$ cat src/hw/rtl/crp_pkg.sv
// ----------------------------------------------------------------------------
// crp_pkg
// Shared types and constants for the cell reference parser: parse phase,
// result status codes, character bounds and accumulator limits.
// ----------------------------------------------------------------------------
`default_nettype none

package crp_pkg;

	localparam int COL_W     = 16;
	localparam int ROW_W     = 24;
	localparam int COL_ACC_W = 17;
	localparam int ROW_ACC_W = 25;
	localparam int CFG_W     = 24;

	localparam logic [COL_ACC_W-1:0] COL_SAT = '1;
	localparam logic [ROW_ACC_W-1:0] ROW_SAT = '1;

	localparam logic [COL_W-1:0] MAX_COL_RST = 16'd16384;
	localparam logic [ROW_W-1:0] MAX_ROW_RST = 24'd1048576;

	localparam logic [7:0] CH_LC_A  = 8'd97;
	localparam logic [7:0] CH_LC_Z  = 8'd122;
	localparam logic [7:0] CH_UC_A  = 8'd65;
	localparam logic [7:0] CH_UC_Z  = 8'd90;
	localparam logic [7:0] CH_CASE  = 8'd32;
	localparam logic [7:0] CH_ZERO  = 8'd48;
	localparam logic [7:0] CH_NINE  = 8'd57;

	typedef enum logic [0:0] {
		REG_MAX_COL = 1'b0,
		REG_MAX_ROW = 1'b1
	} reg_idx_t;

	typedef enum logic [1:0] {
		PH_START = 2'd0,
		PH_ALPHA = 2'd1,
		PH_DIGIT = 2'd2
	} phase_t;

	typedef enum logic [1:0] {
		ST_OK        = 2'd0,
		ST_MALFORMED = 2'd1,
		ST_COL_RANGE = 2'd2
	} status_t;

	typedef struct packed {
		logic                 valid;
		phase_t               phase;
		logic                 bad;
		logic [COL_ACC_W-1:0] col;
		logic [ROW_ACC_W-1:0] row;
	} crp_fin_t;

endpackage

`default_nettype wire

$ cat src/hw/rtl/crp_accum.sv
// ----------------------------------------------------------------------------
// crp_accum
// Per-character parse state: phase, syntax flag and saturating column and
// row accumulators. Presents the finished parse of each reference in a
// stage register when its last character is taken.
// ----------------------------------------------------------------------------
`default_nettype none

module crp_accum (
	input  wire logic              clk,
	input  wire logic              arst_n,
	input  wire logic              take,
	input  wire logic              advance,
	input  wire logic [7:0]        ch,
	input  wire logic              has_char,
	input  wire logic              last,
	output crp_pkg::crp_fin_t      fin_s1
);
	import crp_pkg::*;

	phase_t               phase_q, phase_d;
	logic                 bad_q, bad_d;
	logic [COL_ACC_W-1:0] col_q, col_d;
	logic [ROW_ACC_W-1:0] row_q, row_d;

	logic [7:0]           up;
	logic                 is_letter;
	logic                 is_digit;
	logic [21:0]          col_sum;
	logic [28:0]          row_sum;
	logic [COL_ACC_W-1:0] col_sat;
	logic [ROW_ACC_W-1:0] row_sat;
	logic                 fin_valid_s1;
	phase_t               fin_phase_s1;
	logic                 fin_bad_s1;
	logic [COL_ACC_W-1:0] fin_col_s1;
	logic [ROW_ACC_W-1:0] fin_row_s1;

	always_comb begin
		up        = (ch >= CH_LC_A && ch <= CH_LC_Z) ? ch - CH_CASE : ch;
		is_letter = (up >= CH_UC_A) && (up <= CH_UC_Z);
		is_digit  = (ch >= CH_ZERO) && (ch <= CH_NINE);
		col_sum   = {5'd0, col_q} * 22'd26 + {17'd0, up[4:0]};
		row_sum   = {4'd0, row_q} * 29'd10 + {25'd0, ch[3:0]};
		col_sat   = (col_sum > {5'd0, COL_SAT}) ? COL_SAT : col_sum[COL_ACC_W-1:0];
		row_sat   = (row_sum > {4'd0, ROW_SAT}) ? ROW_SAT : row_sum[ROW_ACC_W-1:0];

		phase_d = phase_q;
		bad_d   = bad_q;
		col_d   = col_q;
		row_d   = row_q;
		if (has_char) begin
			priority if (is_letter) begin
				if (phase_q == PH_DIGIT) begin
					bad_d = 1'b1;
				end else begin
					phase_d = PH_ALPHA;
					col_d   = col_sat;
				end
			end else if (is_digit) begin
				if (phase_q == PH_START) begin
					bad_d = 1'b1;
				end else begin
					phase_d = PH_DIGIT;
					row_d   = row_sat;
				end
			end else begin
				bad_d = 1'b1;
			end
		end
	end

	always_ff @(posedge clk or negedge arst_n) begin
		if (!arst_n) begin
			phase_q <= PH_START;
			bad_q   <= 1'b0;
			col_q   <= '0;
			row_q   <= '0;
		end else if (take) begin
			if (last) begin
				phase_q <= PH_START;
				bad_q   <= 1'b0;
				col_q   <= '0;
				row_q   <= '0;
			end else begin
				phase_q <= phase_d;
				bad_q   <= bad_d;
				col_q   <= col_d;
				row_q   <= row_d;
			end
		end
	end

	always_ff @(posedge clk or negedge arst_n) begin
		if (!arst_n) begin
			fin_valid_s1 <= 1'b0;
		end else if (advance) begin
			fin_valid_s1 <= take && last;
		end
	end

	always_ff @(posedge clk) begin
		if (take && last) begin
			fin_phase_s1 <= phase_d;
			fin_bad_s1   <= bad_d;
			fin_col_s1   <= col_d;
			fin_row_s1   <= row_d;
		end
	end

	assign fin_s1 = '{valid: fin_valid_s1, phase: fin_phase_s1, bad: fin_bad_s1,
		col: fin_col_s1, row: fin_row_s1};

endmodule

`default_nettype wire

$ cat src/hw/rtl/cell_reference_parser.sv
// ----------------------------------------------------------------------------
// cell_reference_parser
// Parses A1-style spreadsheet cell references, one character per transaction,
// and returns status, row and column for each reference.
// ----------------------------------------------------------------------------
// Input stream: s_tdata carries one ASCII character, s_tuser flags that the
// character is real (low means a terminator with no character), s_tlast ends
// the reference. Only the transaction with s_tlast produces a result.
// Output stream: m_tuser carries the status (ok, malformed or row out of
// range, column too large); m_tdata carries row and column, zero unless ok.
// Configuration: cfg_we writes cfg_data to max_col (index 0) or max_row
// (index 1) at the clock edge; write only while the block is idle.
// Throughput: one character per cycle while the output is not stalled,
// set by the column (times 26) and row (times 10) accumulator updates.
// Result path: a reference's result is registered in the accumulator stage
// when its last character is taken, then in the range check stage.
// Stall: while m_tvalid is high and m_tready low, the pipeline holds and
// s_tready is low; the held result stays stable.
// Reset: arst_n clears the parse state and output valid, and loads max_col
// with 16384 and max_row with 1048576.
// ----------------------------------------------------------------------------
`default_nettype none

module cell_reference_parser (
	input  wire logic                      clk,
	input  wire logic                      arst_n,
	input  wire logic                      s_tvalid,
	output logic                           s_tready,
	input  wire logic [7:0]                s_tdata,  // [7:0] ch
	input  wire logic                      s_tuser,  // [0] has_char
	input  wire logic                      s_tlast,
	output logic                           m_tvalid,
	input  wire logic                      m_tready,
	output logic [39:0]                    m_tdata,  // [23:0] row, [39:24] col
	output logic [1:0]                     m_tuser,  // [1:0] status
	input  wire logic                      cfg_we,
	input  wire logic [0:0]                cfg_index,
	input  wire logic [crp_pkg::CFG_W-1:0] cfg_data
);
	import crp_pkg::*;

	logic              advance;
	logic              take;
	crp_fin_t          fin_s1;
	logic [COL_W-1:0]  max_col_q;
	logic [ROW_W-1:0]  max_row_q;
	status_t           status_d;
	logic [ROW_W-1:0]  row_d;
	logic [COL_W-1:0]  col_d;
	logic              valid_s2;
	status_t           status_s2;
	logic [ROW_W-1:0]  row_s2;
	logic [COL_W-1:0]  col_s2;

	assign advance  = !valid_s2 || m_tready;
	assign s_tready = advance;
	assign take     = s_tvalid && advance;

	always_ff @(posedge clk or negedge arst_n) begin
		if (!arst_n) begin
			max_col_q <= MAX_COL_RST;
			max_row_q <= MAX_ROW_RST;
		end else if (cfg_we) begin
			unique case (reg_idx_t'(cfg_index))
				REG_MAX_COL: max_col_q <= cfg_data[COL_W-1:0];
				REG_MAX_ROW: max_row_q <= cfg_data[ROW_W-1:0];
				default: ;
			endcase
		end
	end

	crp_accum u_accum (
		.clk      (clk),
		.arst_n   (arst_n),
		.take     (take),
		.advance  (advance),
		.ch       (s_tdata),
		.has_char (s_tuser),
		.last     (s_tlast),
		.fin_s1   (fin_s1)
	);

	always_comb begin
		row_d = '0;
		col_d = '0;
		priority if (fin_s1.bad || fin_s1.phase != PH_DIGIT) begin
			status_d = ST_MALFORMED;
		end else if (fin_s1.col > {1'b0, max_col_q}) begin
			status_d = ST_COL_RANGE;
		end else if (fin_s1.row == '0 || fin_s1.row > {1'b0, max_row_q}) begin
			status_d = ST_MALFORMED;
		end else begin
			status_d = ST_OK;
			row_d    = fin_s1.row[ROW_W-1:0];
			col_d    = fin_s1.col[COL_W-1:0];
		end
	end

	always_ff @(posedge clk or negedge arst_n) begin
		if (!arst_n) begin
			valid_s2 <= 1'b0;
		end else if (advance) begin
			valid_s2 <= fin_s1.valid;
		end
	end

	always_ff @(posedge clk) begin
		if (advance && fin_s1.valid) begin
			status_s2 <= status_d;
			row_s2    <= row_d;
			col_s2    <= col_d;
		end
	end

	assign m_tvalid = valid_s2;
	assign m_tuser  = status_s2;
	assign m_tdata  = {col_s2, row_s2};

	a_ok_in_range: assert property (@(posedge clk) disable iff (!arst_n)
		m_tvalid && m_tuser == ST_OK |->
			row_s2 != '0 && row_s2 <= max_row_q && col_s2 != '0 && col_s2 <= max_col_q)
		else $error("ok result outside configured range");

	a_err_zero: assert property (@(posedge clk) disable iff (!arst_n)
		m_tvalid && m_tuser != ST_OK |-> m_tdata == '0)
		else $error("error result carries nonzero row or column");

	a_status_code: assert property (@(posedge clk) disable iff (!arst_n)
		m_tvalid |-> m_tuser == ST_OK || m_tuser == ST_MALFORMED ||
			m_tuser == ST_COL_RANGE)
		else $error("unknown status code");

	a_result_follows_last: assert property (@(posedge clk) disable iff (!arst_n)
		s_tvalid && s_tready && s_tlast |=> fin_s1.valid)
		else $error("last character did not produce a pending result");

	a_no_result_without_last: assert property (@(posedge clk) disable iff (!arst_n)
		s_tvalid && s_tready && !s_tlast |=> !fin_s1.valid)
		else $error("result produced without a last character");

endmodule

`default_nettype wire

$ cat config.mk
export PLATFORM = sky130hd
export DESIGN_NAME = cell_reference_parser
export DESIGN_NICKNAME = d
export VERILOG_FILES = /design/src/hw/rtl/crp_pkg.sv /design/src/hw/rtl/crp_accum.sv /design/src/hw/rtl/cell_reference_parser.sv
export SDC_FILE = /design/constraint.sdc
export NUM_CORES = 1
export LEC_CHECK = 0
export BUFFER_PORTS_ARGS = -buffer_cell sky130_fd_sc_hd__buf_2
export CORE_AREA = 2 2 191 193
export DETAILED_ROUTE_END_ITERATION = 10
export DIE_AREA = 0 0 193 195
export SETUP_SLACK_MARGIN = 0.2
export SKIP_LAST_GASP = 1
export SLEW_MARGIN = 25
export SYNTH_ARGS = -nofsm -noshare
export SYNTH_HDL_FRONTEND = slang
export SYNTH_SLANG_ARGS = --single-unit
$ cat constraint.sdc
create_clock -name clk -period 8.15 [get_ports clk]
set_clock_uncertainty 0.1 [all_clocks]
set_input_delay 2.0375 -clock clk [delete_from_list [all_inputs] [get_ports clk]]
set_output_delay 2.0375 -clock clk [all_outputs]
set_load 0.005 [all_outputs]
Word-level counts from Yosys, hierarchy flattened:

Cells that the tools add are included.
W data, S select, Z words.

* input bits: 40
* output and inout bits: 44
* register bits: 174

* magnitude comparators: 10
* multipliers: 2
* muxes and demuxes: 26
* eq/ne operators: 2
* reductions and logical operators: 15
* $add $sub $neg: 3
* bitwise gates (word level): 1

Operator list (number)
* $mux W25: 6
* $mux W17: 5
* $add A29 B4 Y29: 1
* $gt A29 B25 Y1 const B: 1
* $mul A25 B3 Y28 const B: 1
* $gt A25 B24 Y1: 1
* $logic_not A25 Y1: 1
* $add A22 B5 Y22: 1
* $gt A22 B17 Y1 const B: 1
* $mul A17 B4 Y21 const B: 1
* $gt A17 B16 Y1: 1
* $ge A8 B7 Y1 const B: 2
* $le A8 B7 Y1 const B: 2
* $mux W2: 7
* $ge A8 B6 Y1 const B: 1
* $le A8 B6 Y1 const B: 1
* $mux W8: 1
* $sub A8 B6 Y8 const B: 1
* $mux W1: 7
* $logic_and A1 B1 Y1: 6
* $reduce_and A2 Y1: 2
* $logic_or A1 B1 Y1: 3
* $reduce_or A3 Y1: 1
* $eq A2 B2 Y1 const B: 1
* 4 further kinds: 4

Depth between registers and ports, before layout:

* word-level depth: 10
* depth in mapped cells: 18
* gate-level depth less buffers: 15

Hierarchy:

Synthesis repeated with hierarchy kept, for this count alone.

* cell total of the unflattened synthesis: 1271
* area, all modules: 12331.8 um^2

By module, submodules not included
* crp_accum: area an instance 7922.6 um^2, cells an instance 869, times used 1, sequential area each 2502.4 um^2
* cell_reference_parser: area an instance 4409.2 um^2, cells an instance 402, times used 1, sequential area each 2289.7 um^2

Worst setup path after synthesis:

OpenSTA, ideal clock, no wires.

* path type: input -> register
* start: input s_tdata[1]
* end: register u_accum.fin_row_s1[23] (data pin)
* cell stages on the path: 13
* arrival: 4748 ps
* setup slack: 3040 ps
* library setup time: 262 ps
* cell sequence: ha_1 -> fa_1 -> a21oi_1 -> nor4_4 -> nand3_1 -> nor4b_1 -> and4_1 -> nand4_1 -> nor4_1 -> o2111ai_1 -> a22oi_2 -> buf_4 -> a21oi_1

* longest elaborated chain between the ends: 7
* elaborated cells on any way between the ends: 18
* classes of those cells: add/sub: 2; order compare: 7; mux: 6; reduce/logical: 3

Ends and longest elaborated chain
* start, declared: line cell_reference_parser.sv:29 `input wire logic [7:0] s_tdata,`
* $add A29 B4 Y29, or another cell as far along: line crp_accum.sv:44 `row_sum = {4'd0, row_q} * 29'd10 + {25'd0, ch[3:0]};`
* $gt A29 B25 Y1 or $logic_and A1 B1 Y1 (tied branches): line crp_accum.sv:46, crp_accum.sv:40
* $mux W25 or $mux W8 (tied branches): line crp_accum.sv:46, crp_accum.sv:40
* $mux W25, or another cell as far along: line crp_accum.sv:61 `if (phase_q == PH_START) begin`
* $mux W25 or $logic_and A1 B1 Y1 (tied branches): line crp_accum.sv:60, crp_accum.sv:41
* $mux W25 (*): line crp_accum.sv:53 `priority if (is_letter) begin`
* $mux W25 (*): line crp_accum.sv:52 `if (has_char) begin`
* net u_accum.row_d[23]: line crp_accum.sv:24 `logic [ROW_ACC_W-1:0] row_q, row_d;`
* end signal, assigned: line crp_accum.sv:107 `fin_row_s1 <= row_d;`
* end, declared: line crp_accum.sv:37 `logic [ROW_ACC_W-1:0] fin_row_s1;`

Mark *: on every way through the listed nets, which the timed path passes. The rest lies on a longest branch.
A chain may end at the register's enable or synchronous reset.

Final worst setup path:

* start: input s_tdata[1]
* end: register u_accum.fin_row_s1[7] (data pin)

The elaborated chain is that of the path after synthesis.

==> out/results.txt <==
Vias/cell: 5.273
Cell mode on critical path: a21oi_1
Total Power: 0.002338 W
Total clock sinks: 174
Setup TNS Final: 0 ns
Share of cells above drive strength 1: 0.1273
Crit path cell chain: buf_2 > ha_1 > fa_1 > a21oi_1 > nor4_4 > nand3_1 > nor4b_1 > and4_1 > nand4_1 > nor4_1 > o2111ai_1 > a22oi_2 > buf_4 > a21oi_1
Initial DRT Pass Iterations: 5
HP Class: reg2reg
CP arrival: 5.63 ns
Post-Syn Area: 12300 um2
First-pass GRT wire length: 48450 um
Core ar.: 35400 um2
Minimum clock period after layout: 5.587 ns
CP max stage cell: nor4_1
Starting Density: 0.3474
1st-iter DRT viols: 467
DP Area: 13150 um2
CTS buffer count: 17
Outcome: complete, no violations
Reg2reg start: u_accum.col_q[7]
Startpoint Class: input pin
Synth warnings: 0
Xor-xnor portion of the synthesized cell area: 0.04690
Synth cell types: 80
Clock root cell: clkbuf_16
Total Wirelength: 29390 um
Total track usage: 0.1593
Top post-synthesis cells by count: ha_1, inv_1, nor2_1
Largest family of logic cells by synthesized area: compound AO/OA/AOI/OAI gates
R2r worst-path depth: 14
Post-synth top area share: 0.2124
CP delay by family, top: simple AND/OR/NAND/NOR gates
DP HPWL: 22870 um
Die ar.: 37640 um2
CP required: 8.19 ns
Max-slew violation count: 0
Worst setup EP type: flip-flop
Number of synthesized flops with an enable pin: 87
Bufs on Longest Clock Path: 2
Endpoint, Worst Hold: m_tvalid
Clock Latency Late Sink: 0.43 ns
Synth Register Bits: 174
Final setup viols: 0
Adder-cell share of the synthesized area: 0.1640
Comb power frac: 0.221
Die width: 193 um
Reg2reg setup slack: 2.63 ns
CP max FO: 50
CTS tree: yes
Fill count: 3495
Pwr dens: 170.4 nW/um2
P_leak: 6.158 nW
Gr ovfl total: 0
Vias after detailed routing: 9554
Placer Congestion: 0.8408
WP buf/inv: 2
Routed wire per std cell: 16.22 um
Vias in the first global route: 9463
Syn Area/Cell: 9.623 um2
Worst IR Drop VDD: 0.0001422 V
Postcts setup bufs: 0
Hold path cells: 2
Hold Worst Slack: 0.3637 ns
Final instance area: 13720 um2
# Max-Cap Violations: 0
Post-synthesis async set-or-reset flop share: 0.5000
Slowest stage delay, CP: 0.58 ns
Syn_nets: 1469
Mux contribution to synthesized area: 0.02371
Tcrit/Tclk final: 0.6855
Psw: 0.0007081 W
Highest clock rate: 179.0 MHz
Hold Path Origin: u_accum.fin_valid_s1
Main area contributors after synthesis: edfxtp_1, dfrtp_1, ha_1, a21oi_1, o21ai_0
CTS Hold Buffers Added: 0
Worst-Margin Slew: 0.9882 ns
RSZ-0062 raised after global routing: false
Crit path from: s_tdata[1]
Nets: 1529
Antenna Violating Nets Remaining: 0
Initial antenna violation count: 0
Switching share of power: 0.3029
Sequential area share after synthesis: 0.3897
Clock transition at the registers of the reported paths: 0.06 ns
Most frequent cell after synthesis: ha_1
Largest net degree at the start of global routing: 56
Post-synthesis compound-gate area fraction: 0.1760
Critical path class: in2reg
Cell Rows: 69
Final hold vios: 0
Register share of total power: 0.444
ANT cells: 0
Residual DRC: 0
FF-to-FF End: u_accum.fin_col_s1[0]
Leading area contributor after synthesis: edfxtp_1
I/O pin total: 84
Die height: 195 um
Ys flop type: edfxtp_1
Slew headroom: 0.3412
Port bufs: 83
Post_cts resized: 0
Max H-tree Level: 4
P&R area growth vs syn: 11.60%
Post-synthesis simple-gate area fraction: 0.1499
Clk pwr share: 0.335
Post-Synthesis Cells: 1278
Pint: 0.001630 W
-- flip-flops by register name, summed over array words and instances, names as in the netlist, 16 cells and up --
signal              cells
u_accum.fin_row_s1     25
u_accum.col_q          17
col_s2                 16
max_col_q              16
u_accum.fin_col_s1     17
max_row_q              24
row_s2                 24
u_accum.row_q          25
-- tightest hold or removal path, cell delays in order, from the launching register on --
cell and delay (ns):
dfrtp_1 0.34, inv_1 0.05, nand2_1 0.04
-- layer usage --
metal,up-vias,share of wire,track usage
met2,220,0.47,0.2570
met4,0,0.013,0.04237
met5,-,0,0
met1,4593,0.48,0.2240
met3,21,0.043,0.02121
li1,4720,-,-
-- placed cells by master (no fill, tap or decap), types with 4 or more instances in the layout --
cell / instances
a211oi_1: 9
a21o_1: 22
a21oi_1: 101
a22oi_1: 6
a2bb2oi_1: 4
a31o_2: 4
a31oi_1: 41
and2_1: 50
and3_1: 6
and4_1: 5
buf_2: 82
buf_4: 8
clkbuf_16: 19
clkinv_4: 4
dfrtp_1: 85
edfxtp_1: 87
fa_1: 17
ha_1: 134
inv_1: 106
mux2_2: 25
nand2_1: 75
nand2b_1: 9
nand3_1: 22
nand4_1: 20
nor2_1: 102
nor2b_1: 10
nor3_1: 19
nor4_1: 8
nor4b_1: 5
o211ai_1: 8
o21a_1: 16
o21ai_0: 86
o21bai_1: 5
o31ai_1: 4
or3_1: 6
xnor2_1: 30
xor2_1: 34
-- worst max path at each step --
stage	to	cells after the start	slack (ns)
floorplan	u_accum.fin_row_s1[23]	13	3.04
global placement	u_accum.fin_col_s1[0]	12	2.14
detailed placement	u_accum.fin_row_s1[7]	13	2.16
CTS	u_accum.fin_row_s1[20]	13	2.58
global route	u_accum.fin_col_s1[16]	14	2.17
finish	u_accum.fin_row_s1[7]	14	2.56
-- through the flow --
stage / std cells / utilization / worst slack [ns]
3_5_place_dp: 1780 / 0.3714 / 2.163
4_1_cts: 1812 / 0.3876 / 2.581
5_1_grt: 1812 / 0.3877 / 2.170
3_3_place_gp: 1780 / 0.3712 / 2.143
6_report: 1812 / 0.3877 / 2.563
2_1_floorplan: 1278 / - / 3.040
-- cell type report --
type / instances / area, um2 / share of cell area
Inverter: 106 / 397.9 / 0.02899
Sequential cell: 174 / 4792 / 0.3492
Timing Repair Buffer: 90 / 470.5 / 0.03428
Tap cell: 461 / 576.8 / 0.04203
Clock buffer: 22 / 496.7 / 0.03619
Multi-Input combinational cell: 949 / 6913 / 0.5037
Clock inverter: 10 / 77.57 / 0.005652
-- power by group through the flow --
stage | sequential [W] | combinational (W) | clock [W]
floorplan | 0.00104 | 0.000379 | 0
global placement | 0.00105 | 0.000507 | 0
detailed placement | 0.00105 | 0.000515 | 0
CTS | 0.00104 | 0.000519 | 0.000795
global route | 0.00105 | 0.000589 | 0.000829
finish | 0.00104 | 0.000518 | 0.000783
-- cells by family after synthesis --
family          after synthesis
compound gates              347
xor+xnor                     65
fa+ha+maj                   151
buf+inv                     155
flops                       174
mux                          26
simple gates                360
No activity file was read; power rests on OpenSTA's default activity.
